$ cat src/design/hcd_pkg.sv
// ----------------------------------------------------------------------------
// hcd_pkg: shared constants and helpers for the chunked body decoder
// character codes, chunk count width and the hex digit decoder
// ----------------------------------------------------------------------------
`default_nettype none

package hcd_pkg;

    // width of the remaining chunk byte counter (range 28 to 33)
    localparam int unsigned CHUNK_COUNT_BITS = 28;

    // a count above this before the next shift is an oversized chunk
    localparam logic [32:0] COUNT_LIMIT = 33'h0_00FF_FFFF;

    localparam logic [7:0] CH_CR = 8'h0D;
    localparam logic [7:0] CH_LF = 8'h0A;

    // packed result beat width
    localparam int unsigned OUT_DATA_BITS = 16;

    typedef logic [CHUNK_COUNT_BITS-1:0] chunk_count_t;

    typedef struct packed {
        logic       valid;
        logic [3:0] value;
    } hex_digit_t;

    // ascii hex digit decode, upper and lower case
    function automatic hex_digit_t hex_decode(input logic [7:0] b);
        hex_digit_t d;
        d.valid = 1'b0;
        d.value = 4'd0;
        if (b inside {[8'h30:8'h39]}) begin
            d.valid = 1'b1;
            d.value = b[3:0];
        end else if (b inside {[8'h61:8'h66], [8'h41:8'h46]}) begin
            d.valid = 1'b1;
            d.value = 4'(b[2:0] + 3'd1) + 4'd8;
        end
        return d;
    endfunction

endpackage

`default_nettype wire

$ cat src/design/http_chunked_decoder_top.sv
// ----------------------------------------------------------------------------
// http_chunked_decoder_top: byte-serial http/1.1 chunked body decoder
// takes one encoded body byte per beat and returns one status beat per byte
// ----------------------------------------------------------------------------
//
//  channel  | dir | fields (low bit first)
//  ---------+-----+---------------------------------------------------------
//  s_       | in  | tdata[7:0] in_byte
//  m_       | out | tdata: consumed, payload_byte[7:0], body_done,
//           |     |        format_error, zero fill; tuser: payload_valid
//
//  one input byte is taken per cycle while s_tready is high; its result
//  beat appears in the cycle after acceptance
//  the decode state is updated in the same edge that accepts the byte, set
//  by a single pass through the size, data, crlf and trailer logic
//  a stalled result register blocks the input only while it is full and
//  m_tready is low; s_tready = !m_tvalid || m_tready
//  aresetn (synchronous, active low) returns to the size line phase and
//  drops m_tvalid
// ----------------------------------------------------------------------------
`default_nettype none

module http_chunked_decoder_top (
    input  wire logic                                aclk,
    input  wire logic                                aresetn,
    // in_byte[7:0]
    input  wire logic [7:0]                          s_tdata,
    input  wire logic                                s_tvalid,
    output logic                                     s_tready,
    // consumed, payload_byte[8:1], body_done[9], format_error[10], zeros
    output logic [hcd_pkg::OUT_DATA_BITS-1:0]        m_tdata,
    // payload_valid
    output logic                                     m_tuser,
    output logic                                     m_tvalid,
    input  wire logic                                m_tready
);

    import hcd_pkg::*;

    typedef enum logic [2:0] {
        PH_SIZE    = 3'd0,
        PH_DATA    = 3'd1,
        PH_DCRLF   = 3'd2,
        PH_TRAILER = 3'd3,
        PH_DONE    = 3'd4,
        PH_ERROR   = 3'd5
    } phase_t;

    // decode state
    phase_t       phase_reg, phase_next;
    chunk_count_t chunk_reg, chunk_next;
    logic         stop_scan_reg, stop_scan_next;
    logic         got_digit_reg, got_digit_next;
    logic         blank_reg, blank_next;

    // result register
    logic                     m_valid_reg;
    logic [OUT_DATA_BITS-1:0] m_data_reg, m_data_next;
    logic                     m_user_reg, m_user_next;

    logic       in_beat;
    logic       consumed;
    logic       pvalid;
    logic [7:0] pbyte;
    hex_digit_t digit;
    logic       over_limit;

    assign s_tready = !m_valid_reg || m_tready;
    assign in_beat  = s_tvalid && s_tready;

    assign digit      = hex_decode(s_tdata);
    assign over_limit = 33'(chunk_reg) > COUNT_LIMIT;

    // one step of the decoder for the byte on s_tdata
    always_comb begin
        phase_next      = phase_reg;
        chunk_next      = chunk_reg;
        stop_scan_next  = stop_scan_reg;
        got_digit_next  = got_digit_reg;
        blank_next      = blank_reg;
        consumed        = 1'b1;
        pvalid          = 1'b0;
        pbyte           = 8'd0;

        case (phase_reg)
            PH_SIZE: begin
                if (digit.valid && !stop_scan_reg) begin
                    if (over_limit) begin
                        phase_next = PH_ERROR;
                        consumed   = 1'b0;
                    end else begin
                        chunk_next     = {chunk_reg[CHUNK_COUNT_BITS-5:0], digit.value};
                        got_digit_next = 1'b1;
                    end
                end else if (s_tdata == CH_LF) begin
                    if (!got_digit_reg) begin
                        phase_next = PH_ERROR;
                        consumed   = 1'b0;
                    end else begin
                        stop_scan_next = 1'b0;
                        got_digit_next = 1'b0;
                        if (chunk_reg == '0) begin
                            phase_next = PH_TRAILER;
                            blank_next = 1'b1;
                        end else begin
                            phase_next = PH_DATA;
                        end
                    end
                end else begin
                    // cr, extension, any other non-digit, or a digit after the scan stopped
                    stop_scan_next = 1'b1;
                end
            end
            PH_DATA, PH_DCRLF: begin
                if (phase_reg == PH_DATA && chunk_reg != '0) begin
                    pvalid     = 1'b1;
                    pbyte      = s_tdata;
                    chunk_next = chunk_reg - 1'b1;
                    if (chunk_reg == chunk_count_t'(1)) begin
                        phase_next = PH_DCRLF;
                    end
                end else if (s_tdata == CH_LF) begin
                    phase_next = PH_SIZE;
                    chunk_next = '0;
                end else begin
                    phase_next = PH_DCRLF;
                end
            end
            PH_TRAILER: begin
                if (s_tdata == CH_LF) begin
                    if (blank_reg) begin
                        phase_next = PH_DONE;
                    end else begin
                        blank_next = 1'b1;
                    end
                end else if (s_tdata != CH_CR) begin
                    blank_next = 1'b0;
                end
            end
            PH_DONE: begin
                consumed = 1'b0;
            end
            default: begin
                // error, or a code that cannot occur
                phase_next = PH_ERROR;
                consumed   = 1'b0;
            end
        endcase

        m_data_next = {(OUT_DATA_BITS - 11)'(0),
                       phase_next == PH_ERROR,
                       phase_next == PH_DONE,
                       pbyte,
                       consumed};
        m_user_next = pvalid;
    end

    // decode state and the result register, loaded with each accepted beat
    always_ff @(posedge aclk) begin
        if (!aresetn) begin
            phase_reg      <= PH_SIZE;
            chunk_reg      <= '0;
            stop_scan_reg  <= 1'b0;
            got_digit_reg  <= 1'b0;
            blank_reg      <= 1'b0;
            m_valid_reg    <= 1'b0;
            m_data_reg     <= '0;
            m_user_reg     <= 1'b0;
        end else begin
            if (in_beat) begin
                phase_reg      <= phase_next;
                chunk_reg      <= chunk_next;
                stop_scan_reg  <= stop_scan_next;
                got_digit_reg  <= got_digit_next;
                blank_reg      <= blank_next;
                m_valid_reg    <= 1'b1;
                m_data_reg     <= m_data_next;
                m_user_reg     <= m_user_next;
            end else if (m_tready) begin
                m_valid_reg    <= 1'b0;
            end
        end
    end

    assign m_tvalid = m_valid_reg;
    assign m_tdata  = m_data_reg;
    assign m_tuser  = m_user_reg;

    // every accepted byte leaves a result beat behind it
    a_beat_follows: assert property (@(posedge aclk) disable iff (!aresetn)
        in_beat |=> m_valid_reg)
        else $error("accepted byte produced no result beat");

    // the data phase always has bytes left to pass
    a_data_nonzero: assert property (@(posedge aclk) disable iff (!aresetn)
        phase_reg == PH_DATA |-> chunk_reg != '0)
        else $error("data phase with zero remaining count");

    // done and error are terminal
    a_done_sticky: assert property (@(posedge aclk) disable iff (!aresetn)
        (phase_reg == PH_DONE || phase_reg == PH_ERROR) |=> $stable(phase_reg))
        else $error("left a terminal phase");

    // a payload byte is always a consumed byte and never flagged as an error
    a_payload_consumed: assert property (@(posedge aclk) disable iff (!aresetn)
        (m_valid_reg && m_user_reg) |-> (m_data_reg[0] && !m_data_reg[10]))
        else $error("payload beat not consumed or flagged as error");

endmodule

`default_nettype wire

$ cat config.mk
export PLATFORM = sky130hd
export DESIGN_NAME = http_chunked_decoder_top
export DESIGN_NICKNAME = d
export VERILOG_FILES = /design/src/design/hcd_pkg.sv /design/src/design/http_chunked_decoder_top.sv
export SDC_FILE = /design/constraint.sdc
export NUM_CORES = 1
export LEC_CHECK = 0
export BUFFER_PORTS_ARGS = -buffer_cell sky130_fd_sc_hd__buf_2
export CAP_MARGIN = 0
export CORE_ASPECT_RATIO = 1.1
export CORE_MARGIN = 2
export CORE_UTILIZATION = 45
export DETAILED_ROUTE_END_ITERATION = 16
export MAX_ROUTING_LAYER = met4
export PLACE_DENSITY_LB_ADDON = 0.2
export SYNTH_ARGS = -nofsm -noshare
export SYNTH_HDL_FRONTEND = slang
export SYNTH_SLANG_ARGS = --single-unit
$ cat constraint.sdc
create_clock -name aclk -period 3.9 [get_ports aclk]
set_clock_uncertainty 0.05 [all_clocks]
set_input_delay 0.78 -clock aclk [delete_from_list [all_inputs] [get_ports aclk]]
set_output_delay 0.78 -clock aclk [all_outputs]
set_load 0.05 [all_outputs]
==> results of run 1 <==
==> area by class of cell <==
class	instances	area share, %
clock inverter	2	1.01
inverter	9	0.978
clock buffer	6	2.39
timing repair buffer	36	6.01
sequential	47	27.2
tap	85	3.08
multi-input combinational	309	59.3
==> cells by family after synthesis <==
group / after synthesis
and+or+nand+nor: 143
muxes: 1
AOI/OAI and AO/OA: 145
adders and majority gates: 7
other: 1
xor gates and xnor gates: 8
buffers and inverters: 45
DFF: 47
==> layer usage <==
layer | share of wire, % | track usage [%] | up-vias
met1 | 44 | 28.8 | 1455
met4 | 1.2 | 5.69 | 0
met3 | 4.2 | 2.67 | 8
met5 | 0 | - | -
li1 | - | - | 1500
met2 | 51 | 39.6 | 77
==> path summary, 6_finish.rpt <==
path	slack, ns	to	depth (start not counted)	start
setup / recovery	0.95	chunk_reg[19]	10	s_tdata[0]
hold / removal	0.40	m_tdata[8]	2	m_tdata[8]
setup reg to reg	0.96	chunk_reg[19]	9	chunk_reg[0]
hold reg to reg	0.40	m_tdata[8]	2	m_tdata[8]
==> worst max-delay path: cells and delay by family <==
kind | cells | cell delay, ns
buffers and inverters | 3 | 0.47
AOI/OAI and AO/OA | 3 | 0.87
and+or+nand+nor | 3 | 0.76
adders and majority gates | 1 | 0.21
==> per-stage QoR <==
stage | hold WS (ns) | instances
detailed placement | 0.392 | 486
finish | 0.399 | 494
global placement | 0.387 | 486
global route | 0.432 | 494
floorplan | 0.417 | 401
CTS | 0.405 | 494
==> synthesized netlist by cell type (8+ instances only) <==
master and count:
nand2_1 56, dfxtp_1 47, a21oi_1 29, o21ai_0 21, clkbuf_1 19, a31oi_1 17
nor2_1 17, a31o_2 15, nand3_1 15, nor3_1 14, a211oi_2 8, inv_1 8
==> power by group through the flow <==
stage	Sequential (W)	Combinational [W]	Clock [W]
6_report	0.000538	0.000538	0.000388
5_1_grt	0.000543	0.000597	0.000406
4_1_cts	0.000538	0.000534	0.000392
3_5_place_dp	0.000549	0.000532	0
3_3_place_gp	0.000549	0.000526	0
2_1_floorplan	0.000552	0.000419	0
==> impl_metrics.tcl, run 1 <==
set metrics [dict create \
    synth_compound_area_share_pct 33.7 \
    synth_area_sq_um 3210 \
    clock_latency_ns 0.31 \
    first_pass_iters 4 \
    power_frac_comb_pct 36.7 \
    setup_viol 0 \
    synth_cell_type_count 71 \
    synth_area_leader_cell "dfxtp_1" \
    cts_root_buffer "clkbuf_8" \
    cts.clk_slew.worst_paths_ns 0.09 \
    grt_pass1_vias 2986 \
    leakage_nw 1.31 \
    vias 3040 \
    finalMaxSlewViolations 0 \
    fillCellCount 704 \
    setup_tns_ns 0 \
    path_cells "buf_2, inv_1, ha_1, or3b_1, and3_1, o211ai_2, a21o_1, nor2_4, buf_4, a31o_2" \
    wl_per_cell_um 17.1 \
    cts.sinks 47 \
    worst_slack_ns 0.954 \
    fmax_mhz 339 \
    seqPwrFrac_pct 36.8 \
    drive_gt1_share_pct 21.3 \
    die_y_um 92.6 \
    async_flop_share_pct 0 \
    worst-path-max-fanout 15 \
    yosys.area_share.adder_pct 2.73 \
    ir_drop_mv 0.208 \
    max_stage_delay_ns 0.39 \
    synth-edff-count 0 \
    synth-seq-cells 47 \
    multiInputGateArea_sq_um 2050 \
    grt_usage_pct 23.0 \
    utilization_pct 49.6 \
    path_class "input pin to flop" \
    slew-limit-headroom_pct 35.4 \
    grt_max_degree 41 \
    internal_power_w 0.000898 \
    cts_tree "built" \
    cts_max_level 2 \
    postRouteWirelength_um 8460 \
    antenna_found_initial 0 \
    tightest_slew_ns 0.962 \
    die_w_um 84.5 \
    largest_reg_flops 28 \
    synthXorXnorAreaFrac_pct 2.18 \
    core_area_sq_um 6970 \
    status "finished, final reports clean" \
    cts_setup_buffers 0 \
    synthMuxAreaShare_pct 0.312 \
    period_share_pct 75.5 \
    place_ws_ns 0.668 \
    synthSimpleGateAreaFrac_pct 24.3 \
    pin_count 31 \
    regArea_sq_um 941 \
    holdCritPathClass "flop to flop" \
    cp_slowest_cell "or3b_1" \
    areaGrowthSynthToFinish_pct 7.64 \
    crit_path_start_kind "input pin" \
    synth-main-ff-cell "dfxtp_1" \
    detail-route-antenna-nets 0 \
    final_cell_mix "nand2_1, dfxtp_1, a21oi_1" \
    hold_buffers 0 \
    ys_seq_area_share_pct 29.3 \
    final_common_cell "nand2_1" \
    fin_nets 427 \
    ys_top_cells_by_area "dfxtp_1, nand2_1, a21oi_1" \
    syn_area_per_cell_sq_um 8.09 \
    grt_pass1_wl_um 14500 \
    hold_viol 0 \
    synth_top_area_share_pct 29.3 \
    switching_share_pct 38.7 \
    period_needed_ns 2.95 \
    drc 0 \
    grt_setup_unrepaired "no" \
    ctsLongestPathBuffers 2 \
    num_antenna_cells 0 \
    yosysWarnings 0 \
    p_switching_w 0.000567 \
    vias_per_cell 6.15 \
    initial_core_util_pct 46.1 \
    dp_hpwl_um 5730 \
    place_congestion 0.861 \
    dieArea_sq_um 7830 \
    required_ns 4.06 \
    drtIter0Drc 192 \
    pwr_density_cell_nw_per_um2 424 \
    synthCells 397 \
    synth_top_family_by_area "compound AO/OA/AOI/OAI gates" \
    worst-endpoint-arrival_ns 3.11 \
    finalPower_w 0.00146 \
    critPathCaptureType "flop" \
    drv_cap 0 \
    place_area_sq_um 3340 \
    port_buffers 25 \
    numCtsBuffers 5 \
    clkPwrFrac_pct 26.5 \
    overflow 0 \
    floorplan.rows 32 \
    design_area_sq_um 3460 \
    cts-resized-gates 0 \
]
No activity file was read; power rests on OpenSTA's default activity.
==> run 2: changes to the inputs <==
==> constraint.sdc (replaced) <==
create_clock -name aclk -period 2.98 [get_ports aclk]
set_clock_uncertainty 0.05 [all_clocks]
set_input_delay 0.596 -clock aclk [delete_from_list [all_inputs] [get_ports aclk]]
set_output_delay 0.596 -clock aclk [all_outputs]
set_load 0.05 [all_outputs]
==> run 2 against run 1 <==
  * Worst setup slack worse by 0.67 ns
  * Die area stayed put
  * Register-to-register slack worse by 0.65 ns
  * Sequential cell count stayed put
  * Sequential power is 31% higher
  * Critical path type unchanged
  * Highest routed layer unchanged
==> impl_metrics.tcl, run 2 (same netlist as run 1, synthesis figures left out) <==
set metrics [dict create \
    worst-endpoint-arrival_ns 2.80 \
    place_area_sq_um 3420 \
    hold_viol 0 \
    cts.sinks 47 \
    holdCritPathClass "flop to flop" \
    period_share_pct 90.5 \
    seqPwrFrac_pct 38.0 \
    die_w_um 84.5 \
    utilization_pct 50.3 \
    pin_count 31 \
    cts-resized-gates 0 \
    vias_per_cell 6.21 \
    finalMaxSlewViolations 0 \
    areaGrowthSynthToFinish_pct 9.12 \
    worst_slack_ns 0.284 \
    final_common_cell "nand2_1" \
    cts_root_buffer "clkbuf_8" \
    grt_setup_unrepaired "no" \
    die_y_um 92.6 \
    place_congestion 0.823 \
    drtIter0Drc 178 \
    clkPwrFrac_pct 22.4 \
    p_switching_w 0.000746 \
    floorplan.rows 32 \
    cts_tree "built" \
    cts_max_level 2 \
    required_ns 3.08 \
    power_frac_comb_pct 39.6 \
    postRouteWirelength_um 8430 \
    cts.clk_slew.worst_paths_ns 0.09 \
    grt_max_degree 40 \
    cp_slowest_cell "nor2_4" \
    initial_core_util_pct 46.1 \
    final_cells 500 \
    leakage_nw 1.34 \
    crit_path_start_kind "input pin" \
    grt_usage_pct 22.4 \
    design_area_sq_um 3500 \
    place_ws_ns -0.0371 \
    hold_buffers 0 \
    cpMostUsedCell "a311oi_2" \
    max_stage_delay_ns 0.58 \
    overflow 0 \
    core_area_sq_um 6970 \
    status "finished, final reports clean" \
    clock_latency_ns 0.31 \
    internal_power_w 0.00111 \
    path_cells "buf_2, or4b_1, a311oi_2, o211ai_2, a21o_1, nor2_4, a311oi_2" \
    grt_pass1_wl_um 14200 \
    drv_cap 0 \
    worst-path-max-fanout 24 \
    period_needed_ns 2.70 \
    ir_drop_mv 0.247 \
    slew-limit-headroom_pct 52.1 \
    grt_pass1_vias 2956 \
    drive_gt1_share_pct 22.4 \
    dieArea_sq_um 7830 \
    switching_share_pct 40.2 \
    num_antenna_cells 0 \
    fillCellCount 728 \
    largest_reg_flops 28 \
    final_cell_mix "nand2_1, dfxtp_1, a21oi_1" \
    fmax_mhz 371 \
    cts_setup_buffers 0 \
    antenna_found_initial 0 \
    first_pass_iters 4 \
    setup_viol 0 \
    tightest_slew_ns 0.716 \
    vias 3103 \
    dp_cells 493 \
    detail-route-antenna-nets 0 \
    pwr_density_cell_nw_per_um2 530 \
    numCtsBuffers 5 \
    port_buffers 25 \
    ctsLongestPathBuffers 2 \
    dp_hpwl_um 5890 \
    wl_per_cell_um 16.9 \
    fin_nets 434 \
    critPathTopFamily "simple AND/OR/NAND/NOR gates" \
    path_class "input pin to flop" \
    drc 0 \
    critPathCaptureType "flop" \
    path_buf_inv 1 \
]
## run 2: cell types whose count changed in the layout (fill, tap and decap cells not counted), sizes merged
cell    delta
buf        +7
bufinv     -1
## run 2: layout make-up
class	instances	area, sq um	share of cell area, %
repair buffers	43	285	8.14
clock inverters	1	5.00	0.143
multi-input cells	309	2050	58.5
well taps	85	106	3.04
flip-flops and latches	47	941	26.9
clock buffers	6	82.6	2.36
inverters	9	33.8	0.964
## run 2: through the flow
step	TNS (ns)	hold WS [ns]	power [W]
finish	0	0.401	0.00186
global route	0	0.431	0.00195
CTS	0	0.405	0.00185
detailed placement	-0.0371	0.393	0.00145
global placement	0	0.386	0.00144
floorplan	0	0.417	0.00127
## run 2: worst paths after layout
check / from / to / slack (ns) / cells after the start
min reg2reg: m_tdata[8] / m_tdata[8] / 0.40 / 2
max reg2reg: chunk_reg[0] / chunk_reg[18] / 0.31 / 8
max: s_tdata[3] / chunk_reg[23] / 0.28 / 7
min: m_tdata[8] / m_tdata[8] / 0.40 / 2
## run 2: power groups by stage
stage	combinational (W)	sequential [W]	clock, W
final	0.000734	0.000706	0.000415
after global routing	0.000804	0.000711	0.000437
after floorplan	0.000548	0.000723	0
after CTS	0.000730	0.000705	0.000416
after global placement	0.000720	0.000718	0
after detailed placement	0.000727	0.000719	0
## run 2: metal layers
metal  global-route usage [%]  part of all wire (%)  vias to the layer above
met5                        -                     0                        -
met2                     39.3                    51                       82
met3                     3.12                   3.7                        9
li1                         -                     -                     1517
met4                     4.10                   1.0                        0
met1                     27.7                    44                     1495
## run 2: worst min-delay path, delay by kind of cell, from the launching register on
kind,cells,cell delay (ns)
compound gates,1,0.05
flops,1,0.31
simple gates,1,0.05
